$ cat config.mk
export PLATFORM = sky130hd
export DESIGN_NAME = gas_alarm_controller_flat
export DESIGN_NICKNAME = d
export VERILOG_FILES = /design/src/rtl/gac_pkg.sv /design/src/rtl/gac_in_if.sv /design/src/rtl/gac_out_if.sv /design/src/rtl/gac_step.sv /design/src/rtl/gas_alarm_controller.sv /design/src/flat_wrapper.sv
export SDC_FILE = /design/constraint.sdc
export NUM_CORES = 1
export LEC_CHECK = 0
export BUFFER_PORTS_ARGS = -buffer_cell sky130_fd_sc_hd__buf_2
export CORE_ASPECT_RATIO = 1.5
export CORE_MARGIN = 1
export CORE_UTILIZATION = 49
export CTS_CLUSTER_SIZE = 14
export DETAILED_ROUTE_END_ITERATION = 10
export GPL_TIMING_DRIVEN = 0
export PLACE_DENSITY = 0.66
export SLEW_MARGIN = 20
export SYNTH_ARGS = -nofsm -noshare
export SYNTH_HDL_FRONTEND = slang
export SYNTH_SLANG_ARGS = --single-unit
$ cat constraint.sdc
create_clock -name clk_i -period 15.5 [get_ports clk_i]
set_clock_uncertainty 0.1 [all_clocks]
set_input_delay 3.1 -clock clk_i [delete_from_list [all_inputs] [get_ports clk_i]]
set_output_delay 3.1 -clock clk_i [all_outputs]
set_load 0.01 [all_outputs]
$ cat src/rtl/gac_pkg.sv
// Package for the gas alarm controller: codes, config/state/result structs, helpers.
// No dependencies; used by gac_step, gas_alarm_controller and the testbench.
`timescale 1ns / 1ps

package gac_pkg;

  localparam logic [31:0] CLEAR_AIR_MS = 32'd30000;
  localparam logic [7:0]  COUNT_MAX    = 8'd255;

  typedef enum logic [1:0] {
    OP_SAMPLE  = 2'd0,
    OP_SILENCE = 2'd1,
    OP_TEST    = 2'd2
  } op_e;

  typedef enum logic [1:0] {
    BUZ_NONE  = 2'd0,
    BUZ_OFF   = 2'd1,
    BUZ_ALARM = 2'd2,
    BUZ_TEST  = 2'd3
  } buz_e;

  typedef enum logic [4:0] {
    MODE_IDLE     = 5'b00001,
    MODE_WARNING  = 5'b00010,
    MODE_ACTIVE   = 5'b00100,
    MODE_SILENCED = 5'b01000,
    MODE_TEST     = 5'b10000
  } mode_e;

  typedef enum logic [2:0] {
    CFG_CO_CRITICAL  = 3'd0,
    CFG_CO_ALARM     = 3'd1,
    CFG_CO_WARNING   = 3'd2,
    CFG_VOC_ALARM    = 3'd3,
    CFG_VOC_RISE     = 3'd4,
    CFG_DEBOUNCE     = 3'd5,
    CFG_HUSH_TIME    = 3'd6,
    CFG_TEST_TIME    = 3'd7
  } cfg_idx_e;

  localparam logic [2:0] CODE_IDLE     = 3'd0;
  localparam logic [2:0] CODE_WARNING  = 3'd1;
  localparam logic [2:0] CODE_ACTIVE   = 3'd2;
  localparam logic [2:0] CODE_SILENCED = 3'd3;
  localparam logic [2:0] CODE_TEST     = 3'd4;

  typedef struct packed {
    logic [15:0] co_critical_level;
    logic [15:0] co_alarm_level;
    logic [15:0] co_warning_level;
    logic [8:0]  voc_alarm_level;
    logic [8:0]  voc_rise_limit;
    logic [7:0]  debounce_count;
    logic [31:0] hush_time_ms;
    logic [31:0] test_time_ms;
  } cfg_t;

  typedef struct packed {
    logic [1:0]  operation;
    logic [31:0] now_ms;
    logic [15:0] co_level;
    logic [8:0]  voc_level;
    logic [8:0]  voc_previous;
    logic        buzzer_finished;
  } item_t;

  typedef struct packed {
    mode_e       mode;
    logic [7:0]  confirm_counter;
    logic [7:0]  clear_counter;
    logic [31:0] alarm_time;
    logic [31:0] hush_time;
    logic [31:0] test_time;
  } ctx_t;

  typedef struct packed {
    logic [2:0] alarm_mode;
    logic       mode_changed;
    buz_e       buzzer_command;
    logic       alarm_sounding;
  } res_t;

  function automatic logic [7:0] sat_inc(input logic [7:0] c);
    return (c < COUNT_MAX) ? c + 8'd1 : COUNT_MAX;
  endfunction

  function automatic logic [2:0] mode_code(input mode_e m);
    logic [2:0] code;
    case (m)
      MODE_IDLE:     code = CODE_IDLE;
      MODE_WARNING:  code = CODE_WARNING;
      MODE_ACTIVE:   code = CODE_ACTIVE;
      MODE_SILENCED: code = CODE_SILENCED;
      MODE_TEST:     code = CODE_TEST;
      default:       code = CODE_IDLE;
    endcase
    return code;
  endfunction

endpackage

$ cat src/rtl/gac_in_if.sv
// Input channel of the gas alarm controller: valid/ready plus one input item.
// Depends on nothing; fields match gac_pkg::item_t.
`timescale 1ns / 1ps

interface gac_in_if;
  logic        valid;
  logic        ready;
  logic [1:0]  operation;
  logic [31:0] now_ms;
  logic [15:0] co_level;
  logic [8:0]  voc_level;
  logic [8:0]  voc_previous;
  logic        buzzer_finished;

  modport source(output valid, operation, now_ms, co_level, voc_level, voc_previous,
                 buzzer_finished, input ready);
  modport sink(input valid, operation, now_ms, co_level, voc_level, voc_previous,
               buzzer_finished, output ready);
endinterface

$ cat src/rtl/gac_out_if.sv
// Result channel of the gas alarm controller: valid/ready plus one result item.
// Depends on nothing; fields match gac_pkg::res_t.
`timescale 1ns / 1ps

interface gac_out_if;
  logic       valid;
  logic       ready;
  logic [2:0] alarm_mode;
  logic       mode_changed;
  logic [1:0] buzzer_command;
  logic       alarm_sounding;

  modport source(output valid, alarm_mode, mode_changed, buzzer_command, alarm_sounding,
                 input ready);
  modport sink(input valid, alarm_mode, mode_changed, buzzer_command, alarm_sounding,
               output ready);
endinterface

$ cat src/rtl/gac_step.sv
// Next-state and result logic of the alarm state machine for one transaction.
// Depends on gac_pkg.
`timescale 1ns / 1ps

module gac_step (
  input  gac_pkg::cfg_t  cfg_i,
  input  gac_pkg::ctx_t  ctx_i,
  input  gac_pkg::item_t item_i,
  output gac_pkg::ctx_t  ctx_o,
  output gac_pkg::res_t  res_o
);

  logic        crit;
  logic        warn;
  logic        dang;
  logic [8:0]  voc_rise;
  logic [31:0] since_alarm;
  logic [31:0] since_hush;
  logic [31:0] since_test;
  logic [7:0]  confirm_inc;
  logic [7:0]  clear_inc;
  gac_pkg::buz_e buz;

  assign crit        = item_i.co_level >= cfg_i.co_critical_level;
  assign warn        = item_i.co_level >= cfg_i.co_warning_level;
  assign voc_rise    = item_i.voc_level - item_i.voc_previous;
  assign dang        = crit || (item_i.co_level >= cfg_i.co_alarm_level) ||
                       (item_i.voc_level >= cfg_i.voc_alarm_level) ||
                       ((item_i.voc_level >= item_i.voc_previous) &&
                        (voc_rise >= cfg_i.voc_rise_limit));
  assign since_alarm = item_i.now_ms - ctx_i.alarm_time;
  assign since_hush  = item_i.now_ms - ctx_i.hush_time;
  assign since_test  = item_i.now_ms - ctx_i.test_time;
  assign confirm_inc = gac_pkg::sat_inc(ctx_i.confirm_counter);
  assign clear_inc   = gac_pkg::sat_inc(ctx_i.clear_counter);

  always_comb begin
    ctx_o = ctx_i;
    buz   = gac_pkg::BUZ_NONE;
    case (gac_pkg::op_e'(item_i.operation))
      gac_pkg::OP_SAMPLE: begin
        case (ctx_i.mode)
          gac_pkg::MODE_IDLE, gac_pkg::MODE_WARNING: begin
            if (dang) begin
              ctx_o.clear_counter = 8'd0;
              if (crit || (confirm_inc >= cfg_i.debounce_count)) begin
                ctx_o.mode            = gac_pkg::MODE_ACTIVE;
                ctx_o.alarm_time      = item_i.now_ms;
                ctx_o.confirm_counter = 8'd0;
              end else begin
                ctx_o.confirm_counter = confirm_inc;
                if (warn) begin
                  ctx_o.mode = gac_pkg::MODE_WARNING;
                end
              end
            end else begin
              ctx_o.confirm_counter = 8'd0;
              if (ctx_i.mode == gac_pkg::MODE_WARNING) begin
                if (clear_inc >= cfg_i.debounce_count) begin
                  ctx_o.mode          = gac_pkg::MODE_IDLE;
                  ctx_o.clear_counter = 8'd0;
                end else begin
                  ctx_o.clear_counter = clear_inc;
                end
              end
            end
          end
          gac_pkg::MODE_ACTIVE: begin
            if (dang) begin
              ctx_o.alarm_time = item_i.now_ms;
            end else if (since_alarm > gac_pkg::CLEAR_AIR_MS) begin
              ctx_o.confirm_counter = 8'd0;
              ctx_o.mode            = gac_pkg::MODE_IDLE;
            end
          end
          gac_pkg::MODE_SILENCED: begin
            if (crit || (dang && (since_hush >= cfg_i.hush_time_ms))) begin
              ctx_o.mode       = gac_pkg::MODE_ACTIVE;
              ctx_o.alarm_time = item_i.now_ms;
            end else if ((since_hush >= cfg_i.hush_time_ms) || (!dang && !warn)) begin
              ctx_o.mode = gac_pkg::MODE_IDLE;
            end
          end
          gac_pkg::MODE_TEST: begin
            if (item_i.buzzer_finished || (since_test > cfg_i.test_time_ms)) begin
              ctx_o.mode = gac_pkg::MODE_IDLE;
              buz        = gac_pkg::BUZ_OFF;
            end
          end
          default: ;
        endcase
        if ((ctx_o.mode == gac_pkg::MODE_ACTIVE) && (ctx_i.mode != gac_pkg::MODE_ACTIVE)) begin
          buz = gac_pkg::BUZ_ALARM;
        end else if ((ctx_o.mode != gac_pkg::MODE_ACTIVE) &&
                     (ctx_o.mode != gac_pkg::MODE_TEST) &&
                     ((ctx_i.mode == gac_pkg::MODE_ACTIVE) ||
                      (ctx_i.mode == gac_pkg::MODE_TEST))) begin
          buz = gac_pkg::BUZ_OFF;
        end
      end
      gac_pkg::OP_SILENCE: begin
        if (ctx_i.mode == gac_pkg::MODE_ACTIVE) begin
          ctx_o.mode      = gac_pkg::MODE_SILENCED;
          ctx_o.hush_time = item_i.now_ms;
          buz             = gac_pkg::BUZ_OFF;
        end
      end
      gac_pkg::OP_TEST: begin
        ctx_o.mode      = gac_pkg::MODE_TEST;
        ctx_o.test_time = item_i.now_ms;
        buz             = gac_pkg::BUZ_TEST;
      end
      default: ;
    endcase
  end

  assign res_o.alarm_mode     = gac_pkg::mode_code(ctx_o.mode);
  assign res_o.mode_changed   = ctx_o.mode != ctx_i.mode;
  assign res_o.buzzer_command = buz;
  assign res_o.alarm_sounding = (ctx_o.mode == gac_pkg::MODE_ACTIVE) ||
                                (ctx_o.mode == gac_pkg::MODE_TEST);

endmodule

$ cat src/rtl/gas_alarm_controller.sv
// Gas alarm controller top level: config registers, input register, state, result register.
// Depends on gac_pkg, gac_in_if, gac_out_if and gac_step.
// A transaction goes into the input register, its result into the result register.
// One transaction per cycle while out_if is ready, with single input and result registers.
// Reset: state returns to idle with counters and timestamps cleared; config to defaults.
`timescale 1ns / 1ps

module gas_alarm_controller (
  input  logic              clk_i,
  input  logic              rst_ni,
  gac_in_if.sink            in_if,
  gac_out_if.source         out_if,
  input  logic              cfg_we_i,
  input  logic [2:0]        cfg_index_i,
  input  logic [31:0]       cfg_data_i
);

  gac_pkg::cfg_t  cfg_q;
  gac_pkg::item_t in_q;
  gac_pkg::ctx_t  ctx_q;
  gac_pkg::ctx_t  ctx_d;
  gac_pkg::res_t  out_q;
  gac_pkg::res_t  res_d;
  logic           in_valid_q;
  logic           out_valid_q;
  logic           out_free;
  logic           advance;

  assign out_free    = !out_valid_q || out_if.ready;
  assign advance     = in_valid_q && out_free;
  assign in_if.ready = !in_valid_q || advance;

  always_ff @(posedge clk_i or negedge rst_ni) begin
    if (!rst_ni) begin
      cfg_q.co_critical_level <= 16'd400;
      cfg_q.co_alarm_level    <= 16'd100;
      cfg_q.co_warning_level  <= 16'd50;
      cfg_q.voc_alarm_level   <= 9'd400;
      cfg_q.voc_rise_limit    <= 9'd100;
      cfg_q.debounce_count    <= 8'd3;
      cfg_q.hush_time_ms      <= 32'd60000;
      cfg_q.test_time_ms      <= 32'd5000;
    end else if (cfg_we_i) begin
      case (gac_pkg::cfg_idx_e'(cfg_index_i))
        gac_pkg::CFG_CO_CRITICAL: cfg_q.co_critical_level <= cfg_data_i[15:0];
        gac_pkg::CFG_CO_ALARM:    cfg_q.co_alarm_level    <= cfg_data_i[15:0];
        gac_pkg::CFG_CO_WARNING:  cfg_q.co_warning_level  <= cfg_data_i[15:0];
        gac_pkg::CFG_VOC_ALARM:   cfg_q.voc_alarm_level   <= cfg_data_i[8:0];
        gac_pkg::CFG_VOC_RISE:    cfg_q.voc_rise_limit    <= cfg_data_i[8:0];
        gac_pkg::CFG_DEBOUNCE:    cfg_q.debounce_count    <= cfg_data_i[7:0];
        gac_pkg::CFG_HUSH_TIME:   cfg_q.hush_time_ms      <= cfg_data_i;
        gac_pkg::CFG_TEST_TIME:   cfg_q.test_time_ms      <= cfg_data_i;
        default: ;
      endcase
    end
  end

  always_ff @(posedge clk_i or negedge rst_ni) begin
    if (!rst_ni) begin
      in_valid_q  <= 1'b0;
      out_valid_q <= 1'b0;
    end else begin
      if (in_if.ready) begin
        in_valid_q <= in_if.valid;
      end
      if (out_free) begin
        out_valid_q <= in_valid_q;
      end
    end
  end

  always_ff @(posedge clk_i) begin
    if (in_if.valid && in_if.ready) begin
      in_q.operation       <= in_if.operation;
      in_q.now_ms          <= in_if.now_ms;
      in_q.co_level        <= in_if.co_level;
      in_q.voc_level       <= in_if.voc_level;
      in_q.voc_previous    <= in_if.voc_previous;
      in_q.buzzer_finished <= in_if.buzzer_finished;
    end
    if (advance) begin
      out_q <= res_d;
    end
  end

  always_ff @(posedge clk_i or negedge rst_ni) begin
    if (!rst_ni) begin
      ctx_q.mode            <= gac_pkg::MODE_IDLE;
      ctx_q.confirm_counter <= 8'd0;
      ctx_q.clear_counter   <= 8'd0;
      ctx_q.alarm_time      <= 32'd0;
      ctx_q.hush_time       <= 32'd0;
      ctx_q.test_time       <= 32'd0;
    end else if (advance) begin
      ctx_q <= ctx_d;
    end
  end

  gac_step u_step (
    .cfg_i  (cfg_q),
    .ctx_i  (ctx_q),
    .item_i (in_q),
    .ctx_o  (ctx_d),
    .res_o  (res_d)
  );

  assign out_if.valid          = out_valid_q;
  assign out_if.alarm_mode     = out_q.alarm_mode;
  assign out_if.mode_changed   = out_q.mode_changed;
  assign out_if.buzzer_command = out_q.buzzer_command;
  assign out_if.alarm_sounding = out_q.alarm_sounding;

  a_hold_input: assert property (@(posedge clk_i) disable iff (!rst_ni)
    in_valid_q && !out_free |=> in_valid_q && $stable(in_q))
    else $error("input register lost a pending transaction");

  a_alarm_cmd: assert property (@(posedge clk_i) disable iff (!rst_ni)
    advance && (res_d.buzzer_command == gac_pkg::BUZ_ALARM) |->
      (ctx_d.mode == gac_pkg::MODE_ACTIVE) && res_d.mode_changed)
    else $error("alarm pattern without entering active state");

  a_test_cmd: assert property (@(posedge clk_i) disable iff (!rst_ni)
    advance && (res_d.buzzer_command == gac_pkg::BUZ_TEST) |=>
      (ctx_q.mode == gac_pkg::MODE_TEST) && (ctx_q.test_time == $past(in_q.now_ms)))
    else $error("test pattern without test state and timer restart");

  a_state_update: assert property (@(posedge clk_i) disable iff (!rst_ni)
    !advance |=> $stable(ctx_q))
    else $error("state changed without a transaction");

  a_sounding: assert property (@(posedge clk_i) disable iff (!rst_ni)
    out_valid_q |-> out_q.alarm_sounding ==
      ((out_q.alarm_mode == gac_pkg::CODE_ACTIVE) || (out_q.alarm_mode == gac_pkg::CODE_TEST)))
    else $error("sounding flag disagrees with reported mode");

endmodule

$ cat src/flat_wrapper.sv
// flat-port wrapper written by rule: the top's interface ports become plain ports
module gas_alarm_controller_flat 
  (clk_i, rst_ni, cfg_we_i, cfg_index_i, cfg_data_i, in_if_valid, in_if_operation, in_if_now_ms, in_if_co_level, in_if_voc_level, in_if_voc_previous, in_if_buzzer_finished, in_if_ready, out_if_valid, out_if_alarm_mode, out_if_mode_changed, out_if_buzzer_command, out_if_alarm_sounding, out_if_ready);
  gac_in_if in_if_i ();
  gac_out_if out_if_i ();
  input  logic clk_i;
  input  logic rst_ni;
  input  logic cfg_we_i;
  input  logic [2:0] cfg_index_i;
  input  logic [31:0] cfg_data_i;
  input wire logic [$bits(in_if_i.valid)-1:0] in_if_valid;
  input wire logic [$bits(in_if_i.operation)-1:0] in_if_operation;
  input wire logic [$bits(in_if_i.now_ms)-1:0] in_if_now_ms;
  input wire logic [$bits(in_if_i.co_level)-1:0] in_if_co_level;
  input wire logic [$bits(in_if_i.voc_level)-1:0] in_if_voc_level;
  input wire logic [$bits(in_if_i.voc_previous)-1:0] in_if_voc_previous;
  input wire logic [$bits(in_if_i.buzzer_finished)-1:0] in_if_buzzer_finished;
  output wire logic [$bits(in_if_i.ready)-1:0] in_if_ready;
  output wire logic [$bits(out_if_i.valid)-1:0] out_if_valid;
  output wire logic [$bits(out_if_i.alarm_mode)-1:0] out_if_alarm_mode;
  output wire logic [$bits(out_if_i.mode_changed)-1:0] out_if_mode_changed;
  output wire logic [$bits(out_if_i.buzzer_command)-1:0] out_if_buzzer_command;
  output wire logic [$bits(out_if_i.alarm_sounding)-1:0] out_if_alarm_sounding;
  input wire logic [$bits(out_if_i.ready)-1:0] out_if_ready;
  assign in_if_i.valid = in_if_valid;
  assign in_if_i.operation = in_if_operation;
  assign in_if_i.now_ms = in_if_now_ms;
  assign in_if_i.co_level = in_if_co_level;
  assign in_if_i.voc_level = in_if_voc_level;
  assign in_if_i.voc_previous = in_if_voc_previous;
  assign in_if_i.buzzer_finished = in_if_buzzer_finished;
  assign in_if_ready = in_if_i.ready;
  assign out_if_valid = out_if_i.valid;
  assign out_if_alarm_mode = out_if_i.alarm_mode;
  assign out_if_mode_changed = out_if_i.mode_changed;
  assign out_if_buzzer_command = out_if_i.buzzer_command;
  assign out_if_alarm_sounding = out_if_i.alarm_sounding;
  assign out_if_i.ready = out_if_ready;
  gas_alarm_controller u_core (.clk_i(clk_i), .rst_ni(rst_ni), .in_if(in_if_i), .out_if(out_if_i), .cfg_we_i(cfg_we_i), .cfg_index_i(cfg_index_i), .cfg_data_i(cfg_data_i));
endmodule
# Word level (Yosys, flattened, before mapping)

Index checks and enable logic that the tools add are counted.

$add $sub $neg: 6
Magnitude comparators: 13
Equal/unequal tests: 29
Mux-type cells: 31
Reduce and logical (&&, ||, !) cells: 42

Operators by type and width:

| operator                                                        | number |
|---|---|
| 2-to-1 mux 32 bit                                               | 4 |
| case mux 32 bit (3 select lines)                                | 1 |
| subtractor 32 bit                                               | 3 |
| greater-or-equal comparator 16 bit                              | 3 |
| 2-to-1 mux 5 bit                                                | 8 |
| 2-to-1 mux 13 bit                                               | 3 |
| greater-or-equal comparator 32 bit                              | 1 |
| greater-than comparator 32 x 15 -> 1 bit, second input constant | 1 |
| greater-than comparator 32 bit                                  | 1 |
| 2-to-1 mux 8 bit                                                | 4 |
| greater-or-equal comparator 9 bit                               | 3 |
| 2-to-1 mux 21 bit                                               | 1 |
| case mux 5 bit (4 select lines)                                 | 1 |
| AND reduction 2 bit                                             | 9 |
| adder 8 x 1 -> 8 bit, second input constant                     | 2 |
| greater-or-equal comparator 8 bit                               | 2 |
| < comparator 8 bit, second input constant                       | 2 |
| case mux 8 bit (2 select lines)                                 | 1 |
| == test 5 x 3 -> 1 bit, second input constant                   | 3 |
| case mux 5 bit (3 select lines)                                 | 1 |
| == test 3 bit, second input constant                            | 4 |
| != test 2 bit, second input constant                            | 6 |
| case mux 3 bit (4 select lines)                                 | 1 |
| logical OR 1 bit                                                | 11 |
| other kinds (26)                                                | 45 |

Bits in registers: 333
Input bits: 109
Output and inout bits: 9
Word-level logic and storage cells: 147

# Logic depth before layout (Yosys ltp)

Depth in word-level cells: 17
Mapped depth: 29
Gate-level depth less buffers: 29

# By module

From an unflattened synthesis, not the netlist that was laid out.

Cells, all modules: 2338
Area total of the unflattened synthesis: 23384.9 sq um

Modules (own cells, without submodules):

| module               | times used | cells each | area each (sq um) |
|---|---|---|---|
| gas_alarm_controller | 1          | 629        | 11932.7 |
| gac_step             | 1          | 1709       | 11452.2 |

# Worst setup path before layout

OpenSTA, ideal clock, no wires.

Path kind: register to register
From: register u_core.in_q[35] (netlist name)
To: register u_core.out_q, in the netlist u_core.out_if.alarm_mode[1], data pin
Library setup time: 266 ps
Arrival time: 6250 ps
Data required time: 15134 ps
Setup slack: 8884 ps
Cell stages (with the launch flop): 30
Buffers on the path: 0
Period minus slack after synthesis: 6616 ps
Cells stage by stage: edfxtp_1 -> inv_1 -> ha_1 -> inv_1 -> fa_1 -> a21o_1 -> a21o_1 -> a2111oi_0 -> nor4_1 -> o2111ai_1 -> a31oi_1 -> a31oi_1 -> or2_2 -> a31oi_1 -> a211oi_1 -> o21ai_0 -> xor2_1 -> ha_1 -> nand3_1 -> or3_1 -> or3_1 -> o221a_2 -> o21ai_0 -> a211oi_1 -> a32oi_1 -> mux2i_1 -> a31oi_1 -> a2111oi_0 -> a2111oi_0 -> nor2_1

RTL lines:

| item                 | RTL line                   | source |
|---|---|---|
| from (decl)          | gas_alarm_controller.sv:19 | `gac_pkg::item_t in_q;` |
| to (signal assigned) | gas_alarm_controller.sv:82 | `out_q <= res_d;` |
| to (decl)            | gas_alarm_controller.sv:22 | `gac_pkg::res_t out_q;` |

==> impl_metrics.json <==
{
  "cp_max_fo": 7,
  "globalRoute.totalOverflow": 0,
  "rows": 94,
  "tns_ps": 0,
  "track_usage": 0.250,
  "cp-start-kind": "register",
  "finalSetupViolations": 0,
  "cts_sinks": 333,
  "critPathKind": "register to register",
  "synth_edf_count": 76,
  "io_buffer_count": 114,
  "post_cts.repair.setup_buffers": 0,
  "fin_crit_ps": 8560,
  "drive_gt1_frac": 0.162,
  "fmax_ghz": 0.117,
  "fp.dieH_um": 262,
  "core_um2": 44100,
  "outcome": "complete, no violations",
  "min_period_over_period": 0.552,
  "hold_buffers": 0,
  "slowest_delay_ps": 780,
  "synth_warnings": 0,
  "leakagePower_uw": 0.0115,
  "synth_ff_type": "dfrtp_1",
  "fin_cells": 3029,
  "clockBufferDepth": 3,
  "synth_cells": 2265,
  "yosys.cell_types.count": 89,
  "hold_ws_ps": 402,
  "antenna_found_initial": 4,
  "post_drt_wl_per_cell_um": 18.6,
  "io_pins": 118,
  "finalWeightedCongestion": 0.902,
  "post-route-drc-count": 0,
  "seqCellArea_um2": 8750,
  "worst_ep_arrival_time_ps": 8720,
  "cts-resized-gates": 0,
  "syn_to_final_growth_pct": 12.0,
  "final_util": 0.560,
  "async_flop_share": 0.772,
  "fill_cells": 3943,
  "num_vias": 17200,
  "crit_slowest_cell": "a2111oi_0",
  "relSlewSlack": 0.296,
  "hpwl_um": 43900,
  "grt_pass1_wl_um": 90000,
  "cts_root_buffer": "clkbuf_16",
  "max_cap_violations": 0,
  "die_area_um2": 45800,
  "cts_max_level": 2,
  "p_per_area_nw_per_um2": 160,
  "slew_violations": 0,
  "grt_pass1_vias": 17500,
  "finalWirelength_um": 56200,
  "initial_core_util": 0.500,
  "cts_inserted_buffers": 38,
  "tightest_slew_ps": 1050,
  "multiInputGateArea_um2": 12000,
  "syn-num-nets": 2628,
  "hold_viol": 0,
  "ys_seq_elements": 333,
  "fin_nets": 2786,
  "drtAntennaViolNets": 0,
  "cp-end-kind": "register",
  "vias_per_cell": 5.67,
  "clk_latency_ps": 550,
  "dp_cells": 2959,
  "rsz0062_at_grt": "no",
  "yosysSeqAreaShare": 0.397,
  "synth.avg_cell_area_um2": 9.73,
  "drtPass1Iterations": 5,
  "cpMostUsedCell": "a31oi_1",
  "ir_worst_vdd_v": 0.000102,
  "grt_max_degree": 95,
  "clk_pin_slew_ps": 60,
  "die_w_um": 175,
  "hold_class": "register to register",
  "cts_tree": "yes",
  "drt_iter0_drc": 855,
  "cp.required_ps": 15660,
  "syn_area_um2": 22000
}
[layout by cell type (no fill, tap or decap), drive strengths merged, types with 13 or more instances in the layout]
cell / count
a211oi: 24
a21o: 62
a21oi: 119
a31oi: 22
buf: 128
clkbuf: 100
dfrtp: 227
dfstp: 30
edfxtp: 76
ha: 250
inv: 284
mux2: 148
mux2i: 13
nand2: 182
nand2b: 25
nand3: 43
nand4: 29
nor2: 101
nor2b: 17
nor3: 30
o211ai: 16
o21a: 30
o21ai: 176
o21bai: 13
xnor2: 59
xor2: 26
[cell usage after synthesis, types with 8 or more instances]
cell       count  area share
nand2_1      182       0.031
nand4_1       29      0.0082
nand3_1       43      0.0098
xor2_1        26       0.010
mux2_2       147       0.075
and3_1        10      0.0028
a22o_1        10      0.0040
o21ai_0      171       0.039
o31ai_1        9      0.0031
and2_1        12      0.0034
o21a_1        30       0.010
buf_2         10      0.0023
nand2b_1      25      0.0071
or3_1         12      0.0034
o211ai_1      16      0.0055
nor4_1         8      0.0023
xnor2_1       59       0.023
a21oi_1      118       0.027
a31oi_1       22      0.0062
clkbuf_1      50      0.0085
nor2_1       101       0.017
ha_1         250        0.14
nor2b_1       17      0.0048
edfxtp_1      76        0.10
a211oi_1      22      0.0075
nor3_1        29      0.0066
a21o_1        62       0.021
mux2i_1       13      0.0059
dfstp_2       30       0.036
dfrtp_1      227        0.26
nand3b_1       9      0.0031
o21bai_1      13      0.0044
inv_1        280       0.048
o2111ai_1     11      0.0044
[area by class of cell]
type,count,share of cell area
Multi-Input combinational cell,1591,0.487
Clock inverter,19,0.00669
Inverter,281,0.0427
Timing Repair Buffer,118,0.0269
Tap cell,576,0.0292
Antenna cell,1,0.000101
Clock buffer,50,0.0436
Sequential cell,333,0.355
Buffer,60,0.00963
[path summary, 6_finish.rpt]
check / from / endpoint / slack [ps] / depth (start not counted)
setup reg to reg: u_core.in_q[35] / u_core.out_if.alarm_mode[1] / 6940 / 29
max in group asynchronous: rst_ni / u_core.ctx_q[73] / 11940 / 2
hold reg to reg: u_core.cfg_q[108] / u_core.cfg_q[108] / 400 / 2
min in group asynchronous: rst_ni / u_core.cfg_q[134] / 2450 / 1
hold / removal: u_core.cfg_q[108] / u_core.cfg_q[108] / 400 / 2
setup / recovery: u_core.in_q[35] / u_core.out_if.alarm_mode[1] / 6940 / 29
[kinds of logic (layout without fill, tap and decap cells)]
kind of cell | Yosys count | count (layout) | synth area share
AOI/OAI and AO/OA | 576 | 576 | 0.170
xor gates and xnor gates | 85 | 85 | 0.0338
adders and majority gates | 254 | 254 | 0.146
buffers and inverters | 341 | 528 | 0.0586
DFF | 333 | 333 | 0.397
muxes | 161 | 161 | 0.0815
other | 0 | 1 | 0
and+or+nand+nor | 515 | 515 | 0.114
[critical path: cells and delay by family, from the launching register on]
kind	cells	cell delay (ps)
flops	1	440
compound gates	16	4830
mux	1	120
fa+ha+maj	3	900
simple gates	6	1460
xor+xnor	1	160
buf+inv	2	240
[flip-flops by register name, summed over array words and instances (netlist names)]
register and count:
u_core.out_if.valid 1, u_core.ctx_q 117, u_core.out_if.mode_changed 1, u_core.out_if.alarm_mode 3
u_core.in_q 69, u_core.cfg_q 138, u_core.out_if.buzzer_command 2, u_core.out_if.alarm_sounding 1
u_core.in_valid_q 1
[metal layers]
layer / global-route usage / up-vias / wire (um)
li1: - / 8421 / -
met1: 0.281 / 8278 / 22800
met2: 0.457 / 331 / 28500
met3: 0.0372 / 134 / 2040
met4: 0.128 / 6 / 2870
met5: 0 / - / 30
[report_power, final]
group | internal (uW) | switching (uW) | total, uW
sequential | 1110 | 97.7 | 1200
combinational | 783 | 1060 | 1850
clock | 526 | 373 | 899
total | 2420 | 1530 | 3950
[stage by stage]
step	instance area [um^2]	power [uW]	setup WS [ps]
after global routing	24700	4260	6570
after global placement	23300	2980	6500
after CTS	24700	3970	6900
after detailed placement	23400	3050	6940
after floorplan	22000	2560	8880
final	24700	3950	6940
Note: power is estimated with default switching activity, not from simulation.
